===== src/sv/gmps_pkg.sv =====
// gmps_pkg: shared constants, register codes and types for grid_max_path_sum
// no dependencies; imported by the line buffer, the path core and the top level
`timescale 1ns / 1ps

package gmps_pkg;

  localparam int MAX_WIDTH  = 128;
  localparam int MAX_HEIGHT = 128;

  localparam int CELL_W = 16;
  localparam int SUM_W  = 23;
  localparam int DIM_W  = 8;
  localparam int COL_W  = $clog2(MAX_WIDTH);
  localparam int ROW_W  = $clog2(MAX_HEIGHT);
  localparam int IDX_W  = 1;

  localparam logic [SUM_W-1:0] SUM_MAX = {SUM_W{1'b1}};
  localparam logic [DIM_W-1:0] DIM_MAX_W = DIM_W'(MAX_WIDTH);
  localparam logic [DIM_W-1:0] DIM_MAX_H = DIM_W'(MAX_HEIGHT);

  typedef enum logic [IDX_W-1:0] {
    REG_GRID_WIDTH  = 1'b0,
    REG_GRID_HEIGHT = 1'b1
  } reg_index_t;

  // grid geometry handed from the register file to the path core
  typedef struct packed {
    logic [DIM_W-1:0] width;
    logic [DIM_W-1:0] height;
    logic             restart;
  } grid_cfg_t;

  function automatic logic [DIM_W-1:0] clamp_dim(input logic [DIM_W-1:0] v,
                                                 input logic [DIM_W-1:0] maxv);
    logic [DIM_W-1:0] r;
    if (v == '0) begin
      r = DIM_W'(1);
    end else if (v > maxv) begin
      r = maxv;
    end else begin
      r = v;
    end
    return r;
  endfunction

endpackage


===== src/sv/gmps_line_buf.sv =====
// gmps_line_buf: one-row buffer of best path sums, one write and one read port
// read data is registered and sees a same-cycle write; uses gmps_pkg
`timescale 1ns / 1ps

module gmps_line_buf (
  input  logic                      clk,
  input  logic                      wr_en,
  input  logic [gmps_pkg::COL_W-1:0] wr_addr,
  input  logic [gmps_pkg::SUM_W-1:0] wr_data,
  input  logic                      rd_en,
  input  logic [gmps_pkg::COL_W-1:0] rd_addr,
  output logic [gmps_pkg::SUM_W-1:0] rd_data
);
  import gmps_pkg::*;

  logic [SUM_W-1:0] mem [MAX_WIDTH];

  always_ff @(posedge clk) begin
    if (wr_en) begin
      mem[wr_addr] <= wr_data;
    end
  end

  always_ff @(posedge clk) begin
    if (rd_en) begin
      if (wr_en && (wr_addr == rd_addr)) begin
        rd_data <= wr_data;
      end else begin
        rd_data <= mem[rd_addr];
      end
    end
  end

endmodule


===== src/sv/gmps_path_core.sv =====
// gmps_path_core: per-cell path sum update, column/row tracking, final-row maximum
// uses gmps_pkg and gmps_line_buf
`timescale 1ns / 1ps

module gmps_path_core (
  input  logic                       clk,
  input  logic                       rst,
  input  gmps_pkg::grid_cfg_t        cfg,
  input  logic                       fire,
  input  logic [gmps_pkg::CELL_W-1:0] cell_value,
  output logic                       last_cell,
  output logic                       res_valid,
  output logic [gmps_pkg::SUM_W-1:0]  res_sum
);
  import gmps_pkg::*;

  logic [COL_W-1:0] col;
  logic [ROW_W-1:0] row;
  logic [SUM_W-1:0] left_sum;
  logic [SUM_W-1:0] up_sum;
  logic [SUM_W-1:0] first_sum;
  logic [SUM_W-1:0] running_best;
  logic [SUM_W-1:0] right_sum;

  logic             col_last;
  logic             row_last;
  logic             has_right;
  logic [SUM_W-1:0] nbr_max;
  logic [SUM_W:0]   sum_wide;
  logic [SUM_W-1:0] sum;
  logic [SUM_W-1:0] best_next;
  logic [COL_W-1:0] rd_addr;

  assign col_last  = ({1'b0, col} + DIM_W'(1)) == cfg.width;
  assign row_last  = ({1'b0, row} + DIM_W'(1)) == cfg.height;
  assign has_right = !col_last;
  assign last_cell = col_last && row_last;

  always_comb begin
    nbr_max = up_sum;
    if ((col != '0) && (left_sum > nbr_max)) begin
      nbr_max = left_sum;
    end
    if (has_right && (right_sum > nbr_max)) begin
      nbr_max = right_sum;
    end
    sum_wide = {1'b0, nbr_max} + (SUM_W+1)'(cell_value);
    if (row == '0) begin
      sum = SUM_W'(cell_value);
    end else if (sum_wide[SUM_W]) begin
      sum = SUM_MAX;
    end else begin
      sum = sum_wide[SUM_W-1:0];
    end
    best_next = ((col == '0) || (sum > running_best)) ? sum : running_best;
  end

  // prefetch the up-right sum for the next cell: two columns ahead, or column 1 at a wrap
  assign rd_addr = col_last ? COL_W'(1) : COL_W'({1'b0, col} + (COL_W+1)'(2));

  gmps_line_buf u_line_buf (
    .clk     (clk),
    .wr_en   (fire),
    .wr_addr (col),
    .wr_data (sum),
    .rd_en   (fire),
    .rd_addr (rd_addr),
    .rd_data (right_sum)
  );

  always_ff @(posedge clk) begin
    if (rst || cfg.restart) begin
      col          <= '0;
      row          <= '0;
      left_sum     <= '0;
      running_best <= '0;
    end else if (fire) begin
      if (row_last) begin
        running_best <= best_next;
      end
      if (col_last) begin
        col      <= '0;
        left_sum <= '0;
        if (row_last) begin
          row          <= '0;
          running_best <= '0;
        end else begin
          row <= row + ROW_W'(1);
        end
      end else begin
        col      <= col + COL_W'(1);
        left_sum <= up_sum;
      end
    end
  end

  // payload: up neighbour for the next cell and the column-0 sum of this row
  always_ff @(posedge clk) begin
    if (fire) begin
      if (col == '0) begin
        first_sum <= sum;
      end
      if (col_last) begin
        up_sum <= (col == '0) ? sum : first_sum;
      end else begin
        up_sum <= right_sum;
      end
    end
  end

  assign res_valid = fire && last_cell;
  assign res_sum   = best_next;

endmodule


===== src/sv/grid_max_path_sum.sv =====
// grid_max_path_sum: top level with register file, path core and result register
// uses gmps_pkg and gmps_path_core
`timescale 1ns / 1ps

// Usage
//   cell channel (cell_valid/cell_ready/cell_value): grid cells in raster order,
//   row by row, left to right. One cell is taken every cycle unless a last cell waits.
//   result channel (result_valid/result_ready/best_sum): one result per grid,
//   the largest top-to-bottom path sum with up-left, up and up-right moves.
//   The result is registered and shows in the cycle after the grid's last cell is taken.
//   Throughput is one cell per cycle while no last cell waits; each cell needs one
//   line-buffer read (the up-right sum, fetched one cell ahead) plus a three-way max and an add.
//   cfg_write/cfg_index/cfg_data set grid_width (index 0) and grid_height
//   (index 1); zero counts as 1, values above the maximum saturate. A write
//   drops the grid in progress and the next cell starts a new grid.
//   Reset sets both dimensions to 1 and starts a new grid; the line buffer is
//   not cleared, every entry is written before a value read from it is used.
//   If result_ready stays low while a result is held, cells keep being taken
//   until the next grid's last cell, which waits until the result is taken.

module grid_max_path_sum (
  input  logic                        clk,
  input  logic                        rst,
  input  logic                        cfg_write,
  input  logic [gmps_pkg::IDX_W-1:0]  cfg_index,
  input  logic [gmps_pkg::DIM_W-1:0]  cfg_data,
  input  logic                        cell_valid,
  output logic                        cell_ready,
  input  logic [gmps_pkg::CELL_W-1:0] cell_value,
  output logic                        result_valid,
  input  logic                        result_ready,
  output logic [gmps_pkg::SUM_W-1:0]  best_sum
);
  import gmps_pkg::*;

  logic [DIM_W-1:0] grid_width;
  logic [DIM_W-1:0] grid_height;
  grid_cfg_t        cfg;
  logic             fire;
  logic             last_cell;
  logic             res_valid;
  logic [SUM_W-1:0] res_sum;

  always_ff @(posedge clk) begin
    if (rst) begin
      grid_width  <= DIM_W'(1);
      grid_height <= DIM_W'(1);
    end else begin
      if (cfg_write) begin
        unique case (reg_index_t'(cfg_index))
          REG_GRID_WIDTH:  grid_width  <= clamp_dim(cfg_data, DIM_MAX_W);
          REG_GRID_HEIGHT: grid_height <= clamp_dim(cfg_data, DIM_MAX_H);
        endcase
      end
    end
  end

  // the grid restarts at the same edge as the register write
  assign cfg.width   = grid_width;
  assign cfg.height  = grid_height;
  assign cfg.restart = cfg_write;

  // only the last cell of a grid has to wait for the result register
  assign cell_ready = !result_valid || result_ready || !last_cell;
  assign fire       = cell_valid && cell_ready;

  gmps_path_core u_core (
    .clk        (clk),
    .rst        (rst),
    .cfg        (cfg),
    .fire       (fire),
    .cell_value (cell_value),
    .last_cell  (last_cell),
    .res_valid  (res_valid),
    .res_sum    (res_sum)
  );

  always_ff @(posedge clk) begin
    if (rst) begin
      result_valid <= 1'b0;
    end else if (res_valid) begin
      result_valid <= 1'b1;
    end else if (result_ready) begin
      result_valid <= 1'b0;
    end
  end

  always_ff @(posedge clk) begin
    if (res_valid) begin
      best_sum <= res_sum;
    end
  end

endmodule


===== config.mk =====
export PLATFORM = sky130hd
export DESIGN_NAME = grid_max_path_sum
export DESIGN_NICKNAME = d
export VERILOG_FILES = /design/src/sv/gmps_pkg.sv /design/src/sv/gmps_line_buf.sv /design/src/sv/gmps_path_core.sv /design/src/sv/grid_max_path_sum.sv
export SDC_FILE = /design/constraint.sdc
export NUM_CORES = 2
export LEC_CHECK = 0
export BUFFER_PORTS_ARGS = -buffer_cell sky130_fd_sc_hd__buf_4
export CAP_MARGIN = 20
export CORE_MARGIN = 8
export CORE_UTILIZATION = 30
export CTS_BUF_LIST = sky130_fd_sc_hd__clkbuf_4
export CTS_CLUSTER_DIAMETER = 40
export DETAILED_ROUTE_END_ITERATION = 8
export GPL_ROUTABILITY_DRIVEN = 1
export HOLD_SLACK_MARGIN = 0.05
export MAX_ROUTING_LAYER = met4
export PLACE_DENSITY = 0.48
export SETUP_SLACK_MARGIN = 0.05
export SYNTH_ARGS = -nofsm -noshare
export SYNTH_HDL_FRONTEND = slang
export SYNTH_SLANG_ARGS = --single-unit

===== constraint.sdc =====
create_clock -name clk -period 19.8 [get_ports clk]
set_input_delay 3.96 -clock clk [delete_from_list [all_inputs] [get_ports clk]]
set_output_delay 3.96 -clock clk [all_outputs]
set_load 0.01 [all_outputs]

==> summary.txt <==
Die
  • Die X: 661 um
  • Total die area: 437000 sq um
  • Rows: 236
  • Io pins: 55
  • Starting density of the core: 30.2%
  • Die outline height: 661 um
  • Core area: 413000 sq um

Final layout
  • Synth-to-Final Area Change: 15.3%
  • Leading cell type in the layout, fill and taps excluded: edfxtp_1
  • Most frequent cells in the layout: edfxtp_1, clkbuf_4, mux2i_1, buf_4, a21oi_1
  • Final #Nets: 8464
  • Final instance area: 144000 sq um
  • Layout cells sized above 1: 24.2%

Power and ir drop
  • Leakage Power: 44.5 nW
  • Psw: 3.70 mW
  • Clk pwr share: 38.1%
  • Cell Int Power: 10.5 mW
  • Total power: 14.2 mW
  • Max IR drop VDD: 0.0574 mV
  • Gate power share: 10.0%
  • Power per cell area: 98.8 nW/um^2
  • Sequential Power Share: 51.8%
  • Switching part of the total: 26.0%

Drt
  • Total number of vias: 78500
  • DRT iter0 DRCs: 9301
  • Drt wl/cell: 31.9 um
  • Final ANT Viol Nets: 0
  • Mean number of vias per cell: 5.45
  • Drt pass-1 iters: 8
  • Post-route DRC: 2
  • Total wire length: 459 mm

CTS
  • H-tree levels: 6
  • TritonCTS Buffers: 784
  • Clk sinks: 3113
  • Reg clk slew, reported paths: 70 ps
  • Worst-case clock buffer depth: 4
  • Worst skew pair latency: 1530 ps
  • TritonCTS clock tree: built
  • Root Buffer: clkbuf_4
  • Post-CTS setup buffer count: 0
  • Post-CTS Resized: 0
  • # hold bufs at CTS: 0

Synth
  • Synth warn: 0
  • Avg Inst Size Synth: 16.4 sq um
  • Synthesized Nets: 7735
  • Async set or reset register ratio after synthesis: 0%
  • Seq/Total Area, Yosys: 74.3%
  • Yosys top cell by area: edfxtp_1
  • Top cell type's share of synthesized area: 73.1%
  • Post-Synthesis Cell Area: 125000 sq um
  • Post-synth EDFFs: 3036
  • Primary FF master, synth: edfxtp_1
  • Yosys reg bits: 3113
  • Top cells by area, synth: edfxtp_1, mux2i_1, mux2_2
  • Mapped Cells: 7611
  • Netlist cell types: 93

Place
  • Post-DP HPWL: 257 mm
  • Pre-CTS WS: 7370 ps
  • PortBufs: 54
  • GP Congestion: 0.860
  • Area of placed instances: 134000 sq um

Timing
  • Final period utilization: 64.0%
  • Setup Viol. Count Final: 0
  • Unrepaired setup endpoints after global routing: no
  • Slew HR: 7.45%
  • Highest attainable clock frequency: 78.9 MHz
  • Minimum clock period after layout: 12670 ps
  • Slew @ Worst Pin: 1390 ps
  • Setup TNS: 0 ps
  • Max Transition Viols Final: 0
  • Fin worst setup slack: 7130 ps
  • Final Hold Vio Count: 0
  • Clock Skews: 156 ps

Worst setup path
  • CP Max Fanout: 66
  • Req. time, crit path: 21180 ps
  • R2R Path End: u_core.running_best[8]
  • Delay-heaviest family, CP: compound AO/OA/AOI/OAI gates
  • Worst Reg-to-Reg Cells: 36
  • CP Capture Type: flop
  • Setup CP Type: flop to flop
  • CP peak stage delay: 890 ps
  • Flop2flop setup slack: 7130 ps
  • Buffers and inverters on the worst path: 5
  • Endpoint arrival time on the critical path: 14050 ps
  • Slowest-stage cell, CP: dfxtp_1
  • Reg2Reg Launch Point: u_core.col[3]
  • Type of origin of the critical path: flop
  • Critical path launch point: u_core.col[3]

Hold path
  • HP Class: flop to flop
  • Min-delay src: u_core.left_sum[0]
  • Hold depth: 2
  • Hold EP: u_core.left_sum[0]

Run status
  • Violated checks: DRC
  • Outcome: complete, but fails checks

GRT
  • Overflow after GRT: 0
  • Initial antenna violation count: 42
  • Vias in the first global route: 77300
  • First-pass GRT wire length: 627 mm
  • Largest net degree at the start of global routing: 134
  • GRT Util Overall: 20.8%

Job
  • MaxCap Viol Count: 0
-- Yosys cell counts (25+ instances only) --
cell type,number
nor4_1,28
o221ai_1,94
mux2_2,254
dfxtp_1,77
a2111oi_0,32
clkbuf_1,202
edfxtp_1,3036
ha_1,93
a22o_1,25
nand3_1,81
mux4_2,36
a21oi_1,371
o21ai_0,329
a211oi_1,64
nand2_1,231
mux2i_1,911
nor2_1,385
buf_2,178
a221oi_1,164
inv_1,77
buf_1,87
nand4_1,28
nor3_1,89
o22ai_1,319
-- kinds of logic (layout without fill, tap and decap cells) --
| kind of cell | Yosys count | count (layout) | synth area share [%] |
|---|---|---|---|
| flip-flops | 3113 | 3113 | 74.3 |
| AO/OA/AOI/OAI | 1673 | 1673 | 8.90 |
| multiplexers | 1201 | 1201 | 10.3 |
| AND/OR/NAND/NOR | 939 | 939 | 3.40 |
| buffers and inverters | 554 | 1847 | 1.88 |
| adder cells (fa/ha/maj) | 94 | 94 | 0.949 |
| XOR/XNOR | 37 | 37 | 0.260 |
| other | 0 | 32 | 0 |
-- state kept, by name, indices dropped and copies added (netlist names) --
| name | flops |
|---|---|
| best_sum | 23 |
| u_core.running_best | 23 |
| u_core.u_line_buf.rd_data | 23 |
| u_core.row | 7 |
| u_core.u_line_buf.mem | 2944 |
| u_core.left_sum | 23 |
| u_core.first_sum | 23 |
| u_core.col | 7 |
| grid_width | 8 |
| u_core.up_sum | 23 |
| result_valid | 1 |
| grid_height | 8 |
-- through the flow --
| step | utilization, % | hold WS (ps) | std cells |
|---|---|---|---|
| final | 34.8 | 461 | 14400 |
| after global routing | 34.8 | 500 | 14400 |
| after CTS | 34.7 | 460 | 14400 |
| after detailed placement | 32.4 | 448 | 13000 |
| after global placement | 32.4 | 445 | 13000 |
| after floorplan | - | 432 | 7611 |
-- power by group through the flow --
stage	clock, mW	sequential [mW]	combinational [mW]
final	5.42	7.37	1.42
after global routing	5.86	7.36	1.48
after CTS	5.55	7.36	1.41
after detailed placement	0	7.51	1.41
after global placement	0	7.51	1.39
after floorplan	0	7.50	0.744
-- area by class of cell --
cell class,instances,area (sq um)
inverters,77,330
well taps,5474,6850
flip-flops and latches,3113,92700
multi-input cells,3944,30500
repair buffers,420,3460
fillers,39800,270000
clock inverters,229,1410
clock buffers,1121,8420
diodes,32,80.1
-- per-layer routing --
layer / wire length [um] / GRT usage [%] / vias to the layer above
met3: 36900 / 3.44 / 735
met5: 0 / - / -
met1: 195000 / 27.8 / 41300
met4: 15100 / 6.93 / 0
met2: 212000 / 32.4 / 3877
li1: - / - / 32600
-- tightest hold or removal path, cell delays in order, from the launching register on --
cell,delay (ps)
dfxtp_1,320
nand2_1,50
a21oi_1,50
-- how the worst max path moves through the flow --
stage | to | slack [ps] | cells past startpoint
after floorplan | best_sum[16] | 6870 | 38
after global placement | u_core.running_best[9] | 7520 | 38
after detailed placement | u_core.running_best[8] | 7370 | 36
after CTS | u_core.running_best[8] | 7280 | 36
after global routing | u_core.running_best[22] | 6440 | 37
final | u_core.running_best[8] | 7130 | 36
Note: power is estimated with default switching activity, not from simulation.
